**src/rtl/rkc_pkg.sv**
```systemverilog
// Package for the romaji-to-kana composer: command and kind codes, shared structs,
// the built-in romaji-to-kana ROM as lookup functions and the pending-buffer helpers.
// No dependencies.
`timescale 1ns / 1ps
`default_nettype none
package rkc_pkg;

  localparam int KEY_CHARS = 4;
  localparam int KANA_CHARS = 2;

  localparam logic [2:0] CMD_LETTER = 3'd0;
  localparam logic [2:0] CMD_SYMBOL = 3'd1;
  localparam logic [2:0] CMD_BACKSPACE = 3'd2;
  localparam logic [2:0] CMD_CLEAR = 3'd3;
  localparam logic [2:0] CMD_FLUSH = 3'd4;
  localparam logic [2:0] CMD_NONE = 3'd7;

  localparam logic [1:0] KIND_APPEND = 2'd0;
  localparam logic [1:0] KIND_DELETE = 2'd1;
  localparam logic [1:0] KIND_CLEAR = 2'd2;

  localparam logic [10:0] COMPOSE_LIMIT = 11'd1024;
  localparam logic [2:0] PEND_FULL = 3'd4;

  localparam logic [15:0] KANA_SMALL_TSU = 16'h3063;
  localparam logic [15:0] KANA_N = 16'h3093;
  localparam logic [15:0] CH_N = 16'h006E;

  typedef logic [KEY_CHARS-1:0][15:0] pend_t;

  typedef struct packed {
    logic [1:0] kind;
    logic [15:0] code;
    logic [63:0] raw;
    logic [2:0] rlen;
  } res_t;

  typedef struct packed {
    logic hit;
    logic prefix;
    logic [15:0] kana0;
    logic [15:0] kana1;
  } look_t;

  typedef struct packed {
    logic load;
    logic step;
    logic push_last;
  } ctrl_t;

  typedef struct packed {
    logic fin;
    logic emits;
    logic hold_valid;
    logic out_free;
  } stat_t;

  function automatic look_t kh(logic [15:0] k0, logic [15:0] k1);
    look_t r;
    r.hit = 1'b1;
    r.prefix = 1'b0;
    r.kana0 = k0;
    r.kana1 = k1;
    return r;
  endfunction

  function automatic look_t k1h(logic [15:0] k0);
    return kh(k0, 16'h0000);
  endfunction

  function automatic logic [63:0] pack_pending(pend_t p, logic [2:0] n);
    logic [63:0] r;
    r = '0;
    for (int i = 0; i < KEY_CHARS; i++) begin
      if (i < int'(n)) r[16*i +: 16] = p[i];
    end
    return r;
  endfunction

  function automatic look_t rom_lookup(pend_t p, logic [2:0] n);
    look_t r;
    logic [31:0] key;
    logic ok;
    r = '0;
    key = '0;
    ok = 1'b1;
    for (int i = 0; i < KEY_CHARS; i++) begin
      if (i < int'(n)) begin
        if (p[i][15:8] != 8'h00 || p[i][7:0] == 8'h00) ok = 1'b0;
        key = {key[23:0], p[i][7:0]};
      end
    end
    if (ok) begin
      case (key)
        "a": r = k1h(16'h3042); "i": r = k1h(16'h3044); "u": r = k1h(16'h3046);
        "e": r = k1h(16'h3048); "o": r = k1h(16'h304A);
        "ka": r = k1h(16'h304B); "ki": r = k1h(16'h304D); "ku": r = k1h(16'h304F);
        "ke": r = k1h(16'h3051); "ko": r = k1h(16'h3053);
        "kya": r = kh(16'h304D, 16'h3083); "kyi": r = kh(16'h304D, 16'h3043);
        "kyu": r = kh(16'h304D, 16'h3085); "kye": r = kh(16'h304D, 16'h3047);
        "kyo": r = kh(16'h304D, 16'h3087);
        "qa": r = kh(16'h304F, 16'h3041); "qi": r = kh(16'h304F, 16'h3043);
        "qu": r = k1h(16'h304F); "qe": r = kh(16'h304F, 16'h3047);
        "qo": r = kh(16'h304F, 16'h3049);
        "ga": r = k1h(16'h304C); "gi": r = k1h(16'h304E); "gu": r = k1h(16'h3050);
        "ge": r = k1h(16'h3052); "go": r = k1h(16'h3054);
        "gya": r = kh(16'h304E, 16'h3083); "gyi": r = kh(16'h304E, 16'h3043);
        "gyu": r = kh(16'h304E, 16'h3085); "gye": r = kh(16'h304E, 16'h3047);
        "gyo": r = kh(16'h304E, 16'h3087);
        "sa": r = k1h(16'h3055); "si": r = k1h(16'h3057); "su": r = k1h(16'h3059);
        "se": r = k1h(16'h305B); "so": r = k1h(16'h305D);
        "sya": r = kh(16'h3057, 16'h3083); "syi": r = kh(16'h3057, 16'h3043);
        "syu": r = kh(16'h3057, 16'h3085); "sye": r = kh(16'h3057, 16'h3047);
        "syo": r = kh(16'h3057, 16'h3087);
        "sha": r = kh(16'h3057, 16'h3083); "shi": r = k1h(16'h3057);
        "shu": r = kh(16'h3057, 16'h3085); "she": r = kh(16'h3057, 16'h3047);
        "sho": r = kh(16'h3057, 16'h3087);
        "za": r = k1h(16'h3056); "zi": r = k1h(16'h3058); "zu": r = k1h(16'h305A);
        "ze": r = k1h(16'h305C); "zo": r = k1h(16'h305E);
        "zya": r = kh(16'h3058, 16'h3083); "zyi": r = kh(16'h3058, 16'h3043);
        "zyu": r = kh(16'h3058, 16'h3085); "zye": r = kh(16'h3058, 16'h3047);
        "zyo": r = kh(16'h3058, 16'h3087);
        "ja": r = kh(16'h3058, 16'h3083); "ji": r = k1h(16'h3058);
        "ju": r = kh(16'h3058, 16'h3085); "je": r = kh(16'h3058, 16'h3047);
        "jo": r = kh(16'h3058, 16'h3087);
        "jya": r = kh(16'h3058, 16'h3083); "jyi": r = kh(16'h3058, 16'h3043);
        "jyu": r = kh(16'h3058, 16'h3085); "jye": r = kh(16'h3058, 16'h3047);
        "jyo": r = kh(16'h3058, 16'h3087);
        "ta": r = k1h(16'h305F); "ti": r = k1h(16'h3061); "tu": r = k1h(16'h3064);
        "te": r = k1h(16'h3066); "to": r = k1h(16'h3068);
        "tya": r = kh(16'h3061, 16'h3083); "tyi": r = kh(16'h3061, 16'h3043);
        "tyu": r = kh(16'h3061, 16'h3085); "tye": r = kh(16'h3061, 16'h3047);
        "tyo": r = kh(16'h3061, 16'h3087);
        "cha": r = kh(16'h3061, 16'h3083); "chi": r = k1h(16'h3061);
        "chu": r = kh(16'h3061, 16'h3085); "che": r = kh(16'h3061, 16'h3047);
        "cho": r = kh(16'h3061, 16'h3087);
        "tsa": r = kh(16'h3064, 16'h3041); "tsi": r = kh(16'h3064, 16'h3043);
        "tsu": r = k1h(16'h3064); "tse": r = kh(16'h3064, 16'h3047);
        "tso": r = kh(16'h3064, 16'h3049);
        "tha": r = kh(16'h3066, 16'h3083); "thi": r = kh(16'h3066, 16'h3043);
        "thu": r = kh(16'h3066, 16'h3085); "the": r = kh(16'h3066, 16'h3047);
        "tho": r = kh(16'h3066, 16'h3087);
        "da": r = k1h(16'h3060); "di": r = k1h(16'h3062); "du": r = k1h(16'h3065);
        "de": r = k1h(16'h3067); "do": r = k1h(16'h3069);
        "dya": r = kh(16'h3062, 16'h3083); "dyi": r = kh(16'h3062, 16'h3043);
        "dyu": r = kh(16'h3062, 16'h3085); "dye": r = kh(16'h3062, 16'h3047);
        "dyo": r = kh(16'h3062, 16'h3087);
        "dha": r = kh(16'h3067, 16'h3083); "dhi": r = kh(16'h3067, 16'h3043);
        "dhu": r = kh(16'h3067, 16'h3085); "dhe": r = kh(16'h3067, 16'h3047);
        "dho": r = kh(16'h3067, 16'h3087);
        "na": r = k1h(16'h306A); "ni": r = k1h(16'h306B); "nu": r = k1h(16'h306C);
        "ne": r = k1h(16'h306D); "no": r = k1h(16'h306E);
        "nya": r = kh(16'h306B, 16'h3083); "nyi": r = kh(16'h306B, 16'h3043);
        "nyu": r = kh(16'h306B, 16'h3085); "nye": r = kh(16'h306B, 16'h3047);
        "nyo": r = kh(16'h306B, 16'h3087);
        "nn": r = k1h(16'h3093);
        "ha": r = k1h(16'h306F); "hi": r = k1h(16'h3072); "hu": r = k1h(16'h3075);
        "he": r = k1h(16'h3078); "ho": r = k1h(16'h307B);
        "hya": r = kh(16'h3072, 16'h3083); "hyi": r = kh(16'h3072, 16'h3043);
        "hyu": r = kh(16'h3072, 16'h3085); "hye": r = kh(16'h3072, 16'h3047);
        "hyo": r = kh(16'h3072, 16'h3087);
        "fa": r = kh(16'h3075, 16'h3041); "fi": r = kh(16'h3075, 16'h3043);
        "fu": r = k1h(16'h3075); "fe": r = kh(16'h3075, 16'h3047);
        "fo": r = kh(16'h3075, 16'h3049);
        "ba": r = k1h(16'h3070); "bi": r = k1h(16'h3073); "bu": r = k1h(16'h3076);
        "be": r = k1h(16'h3079); "bo": r = k1h(16'h307C);
        "bya": r = kh(16'h3073, 16'h3083); "byi": r = kh(16'h3073, 16'h3043);
        "byu": r = kh(16'h3073, 16'h3085); "bye": r = kh(16'h3073, 16'h3047);
        "byo": r = kh(16'h3073, 16'h3087);
        "pa": r = k1h(16'h3071); "pi": r = k1h(16'h3074); "pu": r = k1h(16'h3077);
        "pe": r = k1h(16'h307A); "po": r = k1h(16'h307D);
        "pya": r = kh(16'h3074, 16'h3083); "pyi": r = kh(16'h3074, 16'h3043);
        "pyu": r = kh(16'h3074, 16'h3085); "pye": r = kh(16'h3074, 16'h3047);
        "pyo": r = kh(16'h3074, 16'h3087);
        "ma": r = k1h(16'h307E); "mi": r = k1h(16'h307F); "mu": r = k1h(16'h3080);
        "me": r = k1h(16'h3081); "mo": r = k1h(16'h3082);
        "mya": r = kh(16'h307F, 16'h3083); "myi": r = kh(16'h307F, 16'h3043);
        "myu": r = kh(16'h307F, 16'h3085); "mye": r = kh(16'h307F, 16'h3047);
        "myo": r = kh(16'h307F, 16'h3087);
        "ya": r = k1h(16'h3084); "yu": r = k1h(16'h3086); "yo": r = k1h(16'h3088);
        "ye": r = kh(16'h3044, 16'h3047);
        "ra": r = k1h(16'h3089); "ri": r = k1h(16'h308A); "ru": r = k1h(16'h308B);
        "re": r = k1h(16'h308C); "ro": r = k1h(16'h308D);
        "rya": r = kh(16'h308A, 16'h3083); "ryi": r = kh(16'h308A, 16'h3043);
        "ryu": r = kh(16'h308A, 16'h3085); "rye": r = kh(16'h308A, 16'h3047);
        "ryo": r = kh(16'h308A, 16'h3087);
        "wa": r = k1h(16'h308F); "wi": r = kh(16'h3046, 16'h3043);
        "wu": r = k1h(16'h3046); "we": r = kh(16'h3046, 16'h3047);
        "wo": r = k1h(16'h3092);
        "va": r = kh(16'h3094, 16'h3041); "vi": r = kh(16'h3094, 16'h3043);
        "vu": r = k1h(16'h3094); "ve": r = kh(16'h3094, 16'h3047);
        "vo": r = kh(16'h3094, 16'h3049);
        "xa": r = k1h(16'h3041); "xi": r = k1h(16'h3043); "xu": r = k1h(16'h3045);
        "xe": r = k1h(16'h3047); "xo": r = k1h(16'h3049);
        "la": r = k1h(16'h3041); "li": r = k1h(16'h3043); "lu": r = k1h(16'h3045);
        "le": r = k1h(16'h3047); "lo": r = k1h(16'h3049);
        "xya": r = k1h(16'h3083); "xyu": r = k1h(16'h3085); "xyo": r = k1h(16'h3087);
        "lya": r = k1h(16'h3083); "lyu": r = k1h(16'h3085); "lyo": r = k1h(16'h3087);
        "xtu": r = k1h(16'h3063); "ltu": r = k1h(16'h3063); "ltsu": r = k1h(16'h3063);
        "xn": r = k1h(16'h3093);
        default: r = '0;
      endcase
      case (key)
        "k", "q", "g", "s", "z", "j", "t", "c", "d", "n", "h",
        "f", "b", "p", "m", "y", "r", "w", "v", "x", "l",
        "ky", "gy", "sy", "sh", "zy", "jy", "ty", "ch", "ts", "th", "dy",
        "dh", "ny", "hy", "by", "py", "my", "ry", "xy", "ly", "xt", "lt",
        "lts": r.prefix = 1'b1;
        default: r.prefix = 1'b0;
      endcase
    end
    return r;
  endfunction

endpackage
`default_nettype wire

```
**src/rtl/romaji_kana_composer_top.sv**
```systemverilog
// Processing: a key is loaded, then the single rule evaluator steps through its rule passes,
// each emitting at most one result, and the key finishes.
// Throughput: one input at a time; the next transfer is taken once the previous input's
// final result sits in the output register, or once it finishes if it held no result
// (later if the sink stalls).
// Reset (rst, synchronous, active high) empties the pending buffer, zeroes the
// composed count and drops any result in flight.
`timescale 1ns / 1ps
`default_nettype none
module romaji_kana_composer_top (
  input  wire logic        clk,
  input  wire logic        rst,
  input  wire logic        s_tvalid,
  output logic             s_tready,
  input  wire logic [31:0] s_tdata,  // char_code, raw_code
  input  wire logic [2:0]  s_tuser,  // command
  output logic             m_tvalid,
  input  wire logic        m_tready,
  output logic [87:0]      m_tdata,  // kana_code, raw_text, raw_len, zero fill
  output logic [1:0]       m_tuser,  // kind
  output logic             m_tlast
);
  import rkc_pkg::*;

  ctrl_t ctrl;
  stat_t stat;
  res_t res;

  rkc_ctrl u_ctrl (
    .clk(clk), .rst(rst), .in_valid(s_tvalid), .in_ready(s_tready),
    .stat(stat), .ctrl(ctrl)
  );

  rkc_datapath u_dp (
    .clk(clk), .rst(rst), .ctrl(ctrl), .stat(stat),
    .in_cmd(s_tuser), .in_char(s_tdata[15:0]), .in_raw(s_tdata[31:16]),
    .out_res(res), .out_last(m_tlast), .out_valid(m_tvalid), .out_ready(m_tready)
  );

  assign m_tdata = {5'b0, res.rlen, res.raw, res.code};
  assign m_tuser = res.kind;

endmodule
`default_nettype wire

```
**src/rtl/rkc_datapath.sv**
```systemverilog
// Datapath of the romaji-to-kana composer: pending buffer, counters, rule evaluation,
// the result hold stage and the output register. Depends on rkc_pkg.
`timescale 1ns / 1ps
`default_nettype none
module rkc_datapath (
  input  wire logic          clk,
  input  wire logic          rst,
  input  wire rkc_pkg::ctrl_t ctrl,
  output rkc_pkg::stat_t     stat,
  input  wire logic [2:0]    in_cmd,
  input  wire logic [15:0]   in_char,
  input  wire logic [15:0]   in_raw,
  output rkc_pkg::res_t      out_res,
  output logic               out_last,
  output logic               out_valid,
  input  wire logic          out_ready
);
  import rkc_pkg::*;

  pend_t pend, pend_next;
  logic [2:0] cnt, cnt_next;
  logic [10:0] composed, composed_next;
  logic [2:0] op;
  logic [15:0] sym_char, sym_raw;
  logic first, first_next;
  logic fin, fin_next;
  logic k2_valid, k2_valid_next;
  logic [15:0] k2_code, k2_code_next;
  res_t hold, res;
  logic hold_valid;
  logic emits;
  logic out_free;
  look_t lk;
  pend_t dropped;
  logic [63:0] packed_raw;

  assign lk = rom_lookup(pend, cnt);
  assign packed_raw = pack_pending(pend, cnt);
  assign dropped = {16'h0000, pend[KEY_CHARS-1:1]};
  assign out_free = !out_valid || out_ready;

  always_comb begin
    pend_next = pend;
    cnt_next = cnt;
    composed_next = composed;
    first_next = first;
    fin_next = fin;
    k2_valid_next = k2_valid;
    k2_code_next = k2_code;
    emits = 1'b0;
    res = '0;
    case (op)
      CMD_LETTER: begin
        if (k2_valid) begin
          emits = 1'b1;
          res.code = k2_code;
          k2_valid_next = 1'b0;
        end else if (cnt == 3'd0) begin
          fin_next = 1'b1;
        end else if (lk.hit) begin
          emits = 1'b1;
          res.code = lk.kana0;
          res.raw = packed_raw;
          res.rlen = cnt;
          cnt_next = 3'd0;
          k2_valid_next = lk.kana1 != 16'h0000;
          k2_code_next = lk.kana1;
        end else if (lk.prefix) begin
          fin_next = 1'b1;
        end else begin
          emits = 1'b1;
          res.rlen = 3'd1;
          if (cnt >= 3'd2 && pend[0] == pend[1] && pend[0] != CH_N &&
              !(pend[0] inside {16'h61, 16'h69, 16'h75, 16'h65, 16'h6F})) begin
            res.code = KANA_SMALL_TSU;
            res.raw = {48'h0, pend[0]};
          end else if (pend[0] == CH_N && cnt >= 3'd2) begin
            res.code = KANA_N;
            res.raw = {48'h0, CH_N};
          end else begin
            res.code = pend[0];
            res.raw = {48'h0, pend[0]};
          end
          pend_next = dropped;
          cnt_next = cnt - 3'd1;
        end
      end
      CMD_SYMBOL: begin
        emits = 1'b1;
        first_next = 1'b0;
        if (cnt == 3'd0) begin
          res.code = sym_char;
          res.raw = {48'h0, sym_raw};
          res.rlen = 3'd1;
          fin_next = 1'b1;
        end else if (first && cnt == 3'd1 && pend[0] == CH_N) begin
          res.code = KANA_N;
          res.raw = {48'h0, CH_N};
          res.rlen = 3'd1;
          cnt_next = 3'd0;
        end else begin
          res.code = pend[0];
          res.raw = first ? packed_raw : 64'h0;
          res.rlen = first ? cnt : 3'd0;
          pend_next = dropped;
          cnt_next = cnt - 3'd1;
        end
      end
      CMD_FLUSH: begin
        first_next = 1'b0;
        if (cnt == 3'd0) begin
          fin_next = 1'b1;
        end else begin
          emits = 1'b1;
          res.rlen = 3'd1;
          if (first && cnt == 3'd1 && pend[0] == CH_N) begin
            res.code = KANA_N;
            res.raw = {48'h0, CH_N};
            cnt_next = 3'd0;
          end else begin
            res.code = pend[0];
            res.raw = {48'h0, pend[0]};
            pend_next = dropped;
            cnt_next = cnt - 3'd1;
          end
        end
      end
      CMD_BACKSPACE: begin
        fin_next = 1'b1;
        if (cnt != 3'd0) begin
          cnt_next = cnt - 3'd1;
        end else if (composed != 11'd0) begin
          emits = 1'b1;
          res.kind = KIND_DELETE;
          composed_next = composed - 11'd1;
        end
      end
      CMD_CLEAR: begin
        emits = 1'b1;
        res.kind = KIND_CLEAR;
        cnt_next = 3'd0;
        composed_next = 11'd0;
        fin_next = 1'b1;
      end
      default: begin
        fin_next = 1'b1;
      end
    endcase
    if (emits && res.kind == KIND_APPEND && composed < COMPOSE_LIMIT) begin
      composed_next = composed + 11'd1;
    end
  end

  assign stat = '{fin: fin, emits: emits, hold_valid: hold_valid, out_free: out_free};

  always_ff @(posedge clk) begin
    if (rst) begin
      cnt <= 3'd0;
      composed <= 11'd0;
      op <= CMD_NONE;
      first <= 1'b0;
      fin <= 1'b1;
      k2_valid <= 1'b0;
      hold_valid <= 1'b0;
      out_valid <= 1'b0;
    end else begin
      if (ctrl.load) begin
        first <= 1'b1;
        fin <= 1'b0;
        k2_valid <= 1'b0;
        sym_char <= in_char;
        sym_raw <= in_raw;
        if (in_cmd == CMD_LETTER && cnt >= PEND_FULL) begin
          op <= CMD_NONE;
        end else begin
          op <= in_cmd;
        end
        if (in_cmd == CMD_LETTER && cnt < PEND_FULL) begin
          pend[cnt[1:0]] <= in_char;
          cnt <= cnt + 3'd1;
        end
      end else if (ctrl.step) begin
        pend <= pend_next;
        cnt <= cnt_next;
        composed <= composed_next;
        first <= first_next;
        fin <= fin_next;
        k2_valid <= k2_valid_next;
        k2_code <= k2_code_next;
        if (emits) begin
          hold <= res;
          hold_valid <= 1'b1;
        end
      end else if (ctrl.push_last) begin
        hold_valid <= 1'b0;
      end
      if (ctrl.step && emits && hold_valid) begin
        out_res <= hold;
        out_last <= 1'b0;
        out_valid <= 1'b1;
      end else if (ctrl.push_last) begin
        out_res <= hold;
        out_last <= 1'b1;
        out_valid <= 1'b1;
      end else if (out_valid && out_ready) begin
        out_valid <= 1'b0;
      end
    end
  end

endmodule
`default_nettype wire

```
**src/rtl/rkc_ctrl.sv**
```systemverilog
// Controller of the romaji-to-kana composer: sequences loading, rule steps and the
// release of the final result. Depends on rkc_pkg.
`timescale 1ns / 1ps
`default_nettype none
module rkc_ctrl (
  input  wire logic        clk,
  input  wire logic        rst,
  input  wire logic        in_valid,
  output logic             in_ready,
  input  wire rkc_pkg::stat_t stat,
  output rkc_pkg::ctrl_t   ctrl
);
  import rkc_pkg::*;

  typedef enum logic [2:0] {
    S_IDLE = 3'b001,
    S_RUN  = 3'b010,
    S_FIN  = 3'b100
  } state_t;

  state_t state, state_next;

  always_comb begin
    state_next = state;
    ctrl = '0;
    in_ready = 1'b0;
    case (state)
      S_IDLE: begin
        in_ready = 1'b1;
        if (in_valid) begin
          ctrl.load = 1'b1;
          state_next = S_RUN;
        end
      end
      S_RUN: begin
        if (stat.fin) begin
          state_next = S_FIN;
        end else if (!stat.emits || !stat.hold_valid || stat.out_free) begin
          ctrl.step = 1'b1;
        end
      end
      S_FIN: begin
        if (!stat.hold_valid) begin
          state_next = S_IDLE;
        end else if (stat.out_free) begin
          ctrl.push_last = 1'b1;
          state_next = S_IDLE;
        end
      end
      default: state_next = S_IDLE;
    endcase
  end

  always_ff @(posedge clk) begin
    if (rst) begin
      state <= S_IDLE;
    end else begin
      state <= state_next;
    end
  end

endmodule
`default_nettype wire

```
**config.mk**
```make
export PLATFORM = sky130hd
export DESIGN_NAME = romaji_kana_composer_top
export DESIGN_NICKNAME = d
export VERILOG_FILES = /design/src/rtl/rkc_pkg.sv /design/src/rtl/romaji_kana_composer_top.sv /design/src/rtl/rkc_datapath.sv /design/src/rtl/rkc_ctrl.sv
export SDC_FILE = /design/constraint.sdc
export NUM_CORES = 1
export LEC_CHECK = 0
export BUFFER_PORTS_ARGS = -buffer_cell sky130_fd_sc_hd__buf_2
export CAP_MARGIN = 0
export CORE_ASPECT_RATIO = 1.5
export CORE_MARGIN = 3
export CORE_UTILIZATION = 45
export CTS_CLUSTER_DIAMETER = 30
export CTS_CLUSTER_SIZE = 16
export DETAILED_ROUTE_END_ITERATION = 10
export MAX_ROUTING_LAYER = met4
export PLACE_DENSITY = 0.6
export SLEW_MARGIN = 0
export SYNTH_ARGS = -nofsm -noshare
export SYNTH_HDL_FRONTEND = slang
export SYNTH_HIERARCHICAL = 1
export SYNTH_SLANG_ARGS = --single-unit
export TNS_END_PERCENT = 20
```
**constraint.sdc**
```tcl
create_clock -name clk -period 19.23 [get_ports clk]
set_input_delay 3.846 -clock clk [delete_from_list [all_inputs] [get_ports clk]]
set_output_delay 3.846 -clock clk [all_outputs]
set_load 0.02 [all_outputs]
```
### Word-level counts from Yosys, hierarchy flattened

Index checks and enable logic that the tools add are counted.

* $add $sub $neg: 4
* $lt $le $gt $ge: 10
* equality and inequality tests: 283
* bitwise logic cells: 4
* reduce and logical (&&, ||, !) cells: 95
* muxes and demuxes: 110

Operator list (count)
* $pmux W34 S170: 1
* $eq A32 B15 Y1 const B: 123
* $eq A32 B23 Y1 const B: 99
* $eq A32 B7 Y1 const B: 26
* $mux W64: 10
* $mux W83: 6
* $pmux W83 S3: 1
* $mux W80: 3
* $mux W85: 2
* $pmux W64 S2: 1
* $mux W16: 7
* $eq A16 B7 Y1 const B: 6
* $mux W67: 1
* $bwmux W64: 1
* $reduce_or A2 Y1: 28
* $mux W3: 16
* $mux W1: 46
* $reduce_or A44 Y1: 1
* $mux W34: 1
* $mux W11: 3
* $demux W16 S2: 1
* $eq A32 B31 Y1 const B: 1
* $logic_not A8 Y1: 4
* $mux W32: 1
* other kinds (54): 117

* flip-flop bits (word level): 308
* word-level logic and storage cells: 531

### Logic depth before layout (Yosys ltp)

* depth after elaboration: 26
* gate-level depth with buffers: 26

### Modules after synthesis

The synthesis kept the hierarchy.

Modules (own cells, without submodules)
* rkc_datapath: cells each 1726, sequential area each 8638.3 um^2, times used 1, area an instance 17175.2 um^2
* rkc_ctrl: cells each 21, sequential area each 60.1 um^2, times used 1, area an instance 201.4 um^2
* romaji_kana_composer_top: cells each 6, sequential area each 0.0 um^2, times used 1, area an instance 41.3 um^2

### Least setup slack after synthesis

Ideal clock, no wire load.

* path type: input -> register
* start: in m_tready
* end: reg u_dp.out_last (enable)
* arrival: 8.202 ns
* path buffers: 1
* library setup time: 0.531 ns
* setup slack: 10.496 ns
* data required time: 18.699 ns
* stages on the path: 6
* cells stage by stage: nand2b_1 buf_4 inv_1 a31oi_1 a31oi_1 nor2_1

RTL lines
* from (decl): line romaji_kana_composer_top.sv:18 `input wire logic m_tready,`
* to (signal assigned): line rkc_datapath.sv:199 `out_last <= 1'b0;`
* to (signal assigned): line rkc_datapath.sv:203 `out_last <= 1'b1;`
* to (decl): line rkc_datapath.sv:14 `output logic out_last,`

==> flow_results.org <==
** Run status
- Run status :: finished clean

** Power and ir drop
- Sequential share of power :: 0.447
- Switching portion of total power :: 0.239
- Internal Dissipation :: 1220 uW
- The analysis attributes to net switching a power of 381 uW.
- The share of total power dissipated in the clock network is 0.500.
- Pwr Density :: 80.3 mW/mm^2
- In this run the static leakage power is 0.00674 uW.
- Combinational Power Share :: 0.052
- The worst-case IR drop observed on VDD is 66.1 uV.

** Critical path
- Path depth of the worst reg2reg path :: 17
- Data required time at the worst endpoint :: 19,380 ps
- Along the worst path, the maximum fanout reaches 33.
- STA puts the critical path data arrival time at 7510 ps.
- Crit path capture type :: register
- Kind of launch point of the worst setup path :: register
- The setup path with the least slack is of type register to register.
- The setup check on the worst reg-to-reg path leaves a slack of 11,870 ps.

** Placed design
- DP Worst Slack :: 11,900 ps
- Final HPWL from detailed placement :: 51.7 mm
- Total cell area at the placement stage :: 0.0184 sq mm
- Routability-driven placement finished with a final weighted congestion of 1.14.
- PortBufs :: 126
- Placed cell count :: 2,284

** Floorplanning
- The die covers 0.0412 sq mm.
- After floorplanning, the core was sized to cover 0.0379 sq mm.
- In this run the vertical extent of the chip is 247 um.
- In this run the count of I/O pins placed on the die edge is 132.
- The die is 167 um wide.
- The floorplan has 87 rows.
- Initial core utilization :: 0.460

** STA
- Final Max Slew Viols :: 0
- Summed over all failing endpoints, the final setup total negative slack is 0 ps.
- RSZ-0062 raised after global routing :: false
- The final hold violation count is 0.
- Subtracting the final worst setup slack from the clock period gives 7360 ps.
- The worst path meets setup with 11,870 ps of slack.
- Finish-stage setup viols :: 0
- On the final layout, the worst clock skew is 27.0 ps.
- Worst-margin pin slew :: 1180 ps
- Achievable Freq :: 136 MHz
- Max transition margin :: 0.208
- Final worst-path cycle share :: 0.383

** Clocking
- The H-tree was split into 2 levels.
- Post-cts gate resize count :: 0
- Counting along the longest clock path gives a buffer depth of 3.
- Clock-pin slew was measured on the worst setup and hold paths at 60 ps.
- Total of hold buffers inserted after clock tree synthesis :: 0
- Post-CTS setup buffer count :: 0
- Clock Latency Late Sink :: 550 ps
- The tree is rooted in a sky130_fd_sc_hd__clkbuf_16.
- Clock tree from TritonCTS :: done
- Sink Count :: 298
- Counting the buffers created by CTS gives 45.

** Global routing
- The total overflow left after global routing is 0.
- Maximum number of pins on one net before global-route repair :: 90
- The initial antenna violation count was 0.
- Global-route wire length before repair :: 101 mm
- The number of global-route vias before repair was 15,500.
- In the global route stage, overall resource usage came out at 0.340.

** Finish
- In the final layout, the share of cells above drive strength 1 is 0.164.
- Summing all multi-input logic gate instances after layout gives 0.00792 sq mm.
- Summing all flip-flop and latch instances after layout gives 0.00870 sq mm.
- The area growth from synthesis to layout is 14.2%.
- 0 antenna diodes ended up in the layout.
- Non-filler instance count after layout :: 2,368
- Fill cells in the final layout number 3,474.
- The final layout contains 1,889 nets.
- Fin area :: 0.0199 sq mm

** Routing
- Post-detailed-route wirelength per cell :: 29.6 um
- The detailed router finished its first iteration with 1,737 violations.
- The routed layout has 15,800 vias.
- The first detailed-routing pass ran for 7 iterations.
- Dividing the detail-routed via count by the number of cells gives 6.68.
- DRC violation count after routing :: 0
- Post-detailed-route count of antenna-violating nets :: 0
- Summed over all layers, the routed wires come to 70.1 mm.

** Synthesis
- Count of warnings emitted by yosys :: 6
- Synth cell count leaders :: 273 x sky130_fd_sc_hd__edfxtp_1, 190 x sky130_fd_sc_hd__nand2_1, 132 x sky130_fd_sc_hd__o21ai_0
- The synthesized design spends more area on one cell type than any other, namely sky130_fd_sc_hd__edfxtp_1.
- Part of the Yosys area used for sequential elements :: 0.499
- sky130_fd_sc_hd__edfxtp_1 is the most common cell in the netlist.
- Cell area after synthesis :: 0.0174 sq mm
- In the synthesized netlist the dominant register cell turns out to be sky130_fd_sc_hd__edfxtp_1.
- The average instance in the mapped netlist occupies 9.94 sq um.
- Area share of the largest cell type after synthesis :: 0.471
- The cell count after synthesis came out at 1,753.
- Cell variety after synth :: 117
- Number of register bits inferred by synthesis :: 298
- After synthesis, the cell types taking the most area are sky130_fd_sc_hd__edfxtp_1 47%, sky130_fd_sc_hd__nand2_1 4.1%, sky130_fd_sc_hd__o21ai_0 3.8%, sky130_fd_sc_hd__dfxtp_1 2.9%, sky130_fd_sc_hd__nor2_1 2.5%.
- In the synthesized netlist the async set-or-reset flop fraction comes to 0.
- Post-synth EDFFs :: 273

** Hold path
- Worst min-delay path class :: register to register
- Instance count along the most critical hold path :: 0

** Run
- Max cap viols :: 0
## cell usage in the layout, fill, tap and decap left out, types with 10 or more instances in the layout
| cell | netlist | routed |
|---|---|---|
| sky130_fd_sc_hd__a211oi_1 | 18 | 17 |
| sky130_fd_sc_hd__a21oi_1 | 82 | 82 |
| sky130_fd_sc_hd__a22o_1 | 13 | 13 |
| sky130_fd_sc_hd__a22oi_1 | 19 | 19 |
| sky130_fd_sc_hd__a31oi_1 | 23 | 23 |
| sky130_fd_sc_hd__and2_1 | 20 | 19 |
| sky130_fd_sc_hd__and3_1 | 62 | 61 |
| sky130_fd_sc_hd__buf_2 | 26 | 126 |
| sky130_fd_sc_hd__buf_4 | 16 | 32 |
| sky130_fd_sc_hd__clkbuf_16 | 0 | 45 |
| sky130_fd_sc_hd__dfxtp_1 | 25 | 24 |
| sky130_fd_sc_hd__edfxtp_1 | 273 | 273 |
| sky130_fd_sc_hd__inv_1 | 72 | 72 |
| sky130_fd_sc_hd__mux2i_1 | 28 | 28 |
| sky130_fd_sc_hd__nand2_1 | 190 | 190 |
| sky130_fd_sc_hd__nand2b_1 | 15 | 15 |
| sky130_fd_sc_hd__nand3_1 | 59 | 59 |
| sky130_fd_sc_hd__nand4_1 | 24 | 24 |
| sky130_fd_sc_hd__nor2_1 | 114 | 113 |
| sky130_fd_sc_hd__nor2b_1 | 29 | 28 |
| sky130_fd_sc_hd__nor3_1 | 49 | 47 |
| sky130_fd_sc_hd__nor4_1 | 28 | 27 |
| sky130_fd_sc_hd__o2111ai_1 | 14 | 14 |
| sky130_fd_sc_hd__o211ai_1 | 16 | 16 |
| sky130_fd_sc_hd__o21a_1 | 10 | 10 |
| sky130_fd_sc_hd__o21ai_0 | 132 | 132 |
| sky130_fd_sc_hd__o21ai_1 | 11 | 11 |
| sky130_fd_sc_hd__o22ai_1 | 17 | 17 |
| sky130_fd_sc_hd__o31a_1 | 10 | 10 |
| sky130_fd_sc_hd__o31ai_1 | 18 | 18 |
| sky130_fd_sc_hd__or3_1 | 19 | 19 |
| sky130_fd_sc_hd__or4_1 | 14 | 14 |
| sky130_fd_sc_hd__xor2_1 | 15 | 15 |
## flip-flops by register name (all words and copies together), names as in the netlist, 6 cells and up
| signal | count |
|---|---|
| u_dp/sym_raw | 16 |
| u_dp/dropped | 48 |
| u_dp/composed | 11 |
| u_dp/pend | 16 |
| u_dp/k2_code | 6 |
| u_dp/sym_char | 16 |
| u_dp/hold | 85 |
| u_dp/out_res | 85 |
## logic make-up (layout without fill, tap and decap cells)
logic type,Yosys count,in the layout,share of synthesized area
flops,298,298,0.499
other cells,1,5,0.000215
mux,34,34,0.0200
fa+ha+maj,7,7,0.00503
simple gates,695,695,0.211
buf+inv,193,315,0.0499
xor+xnor,24,24,0.0136
compound gates,501,501,0.201
## per-stage QoR
stage               power (uW)   util  hold slack, ps
finish                    1600  0.525             411
CTS                       1610  0.525             410
floorplan                  779      -             400
detailed placement         808  0.485             405
global placement           807  0.485             400
global route              1650  0.525             415
## area by class of cell
| type | count | area share |
|---|---|---|
| multi-input cells | 1266 | 0.398 |
| well taps | 489 | 0.0308 |
| clock inverters | 35 | 0.0185 |
| flip-flops and latches | 298 | 0.437 |
| inverters | 73 | 0.0138 |
| clock buffers | 48 | 0.0572 |
| repair buffers | 159 | 0.0443 |
## final timing paths
check	to	startpoint
setup / recovery	u_dp/dropped[19]	u_dp/cnt[1]
hold / removal	u_dp/out_res[64]	u_dp/hold[64]
setup reg to reg	u_dp/dropped[19]	u_dp/cnt[1]
hold reg to reg	u_dp/out_res[64]	u_dp/hold[64]
## metal layers
| metal | track usage | wire [um] | part of all wire |
|---|---|---|---|
| met3 | 0.0568 | 5270 | 0.075 |
| met1 | 0.358 | 23700 | 0.34 |
| met2 | 0.558 | 33800 | 0.48 |
| met5 | - | 0 | 0 |
| met4 | 0.285 | 7340 | 0.10 |
## power groups by stage
stage / Combinational (uW) / Sequential, uW / Clock, uW
after detailed placement: 80.9 / 727 / 0
after CTS: 81.2 / 714 / 814
after global routing: 89.5 / 714 / 844
after floorplan: 55.2 / 723 / 0
final: 83.8 / 714 / 800
after global placement: 79.7 / 727 / 0
## worst max-delay path, cell delays in order (launching register included)
cell and delay, ps:
sky130_fd_sc_hd__dfxtp_1 310, sky130_fd_sc_hd__inv_1 170, sky130_fd_sc_hd__ha_1 200, sky130_fd_sc_hd__buf_4 330, sky130_fd_sc_hd__mux2_2 450, sky130_fd_sc_hd__a221oi_2 470, sky130_fd_sc_hd__a21oi_1 150, sky130_fd_sc_hd__a21o_1 190
sky130_fd_sc_hd__or4_1 750, sky130_fd_sc_hd__a311o_1 420, sky130_fd_sc_hd__o31a_1 120, sky130_fd_sc_hd__o211ai_1 230, sky130_fd_sc_hd__o21ai_2 300, sky130_fd_sc_hd__a31oi_1 590, sky130_fd_sc_hd__nand2b_1 310, sky130_fd_sc_hd__o31ai_1 660
sky130_fd_sc_hd__nand2_1 330, sky130_fd_sc_hd__nor3_2 980
(Power assumes the default switching activity.)
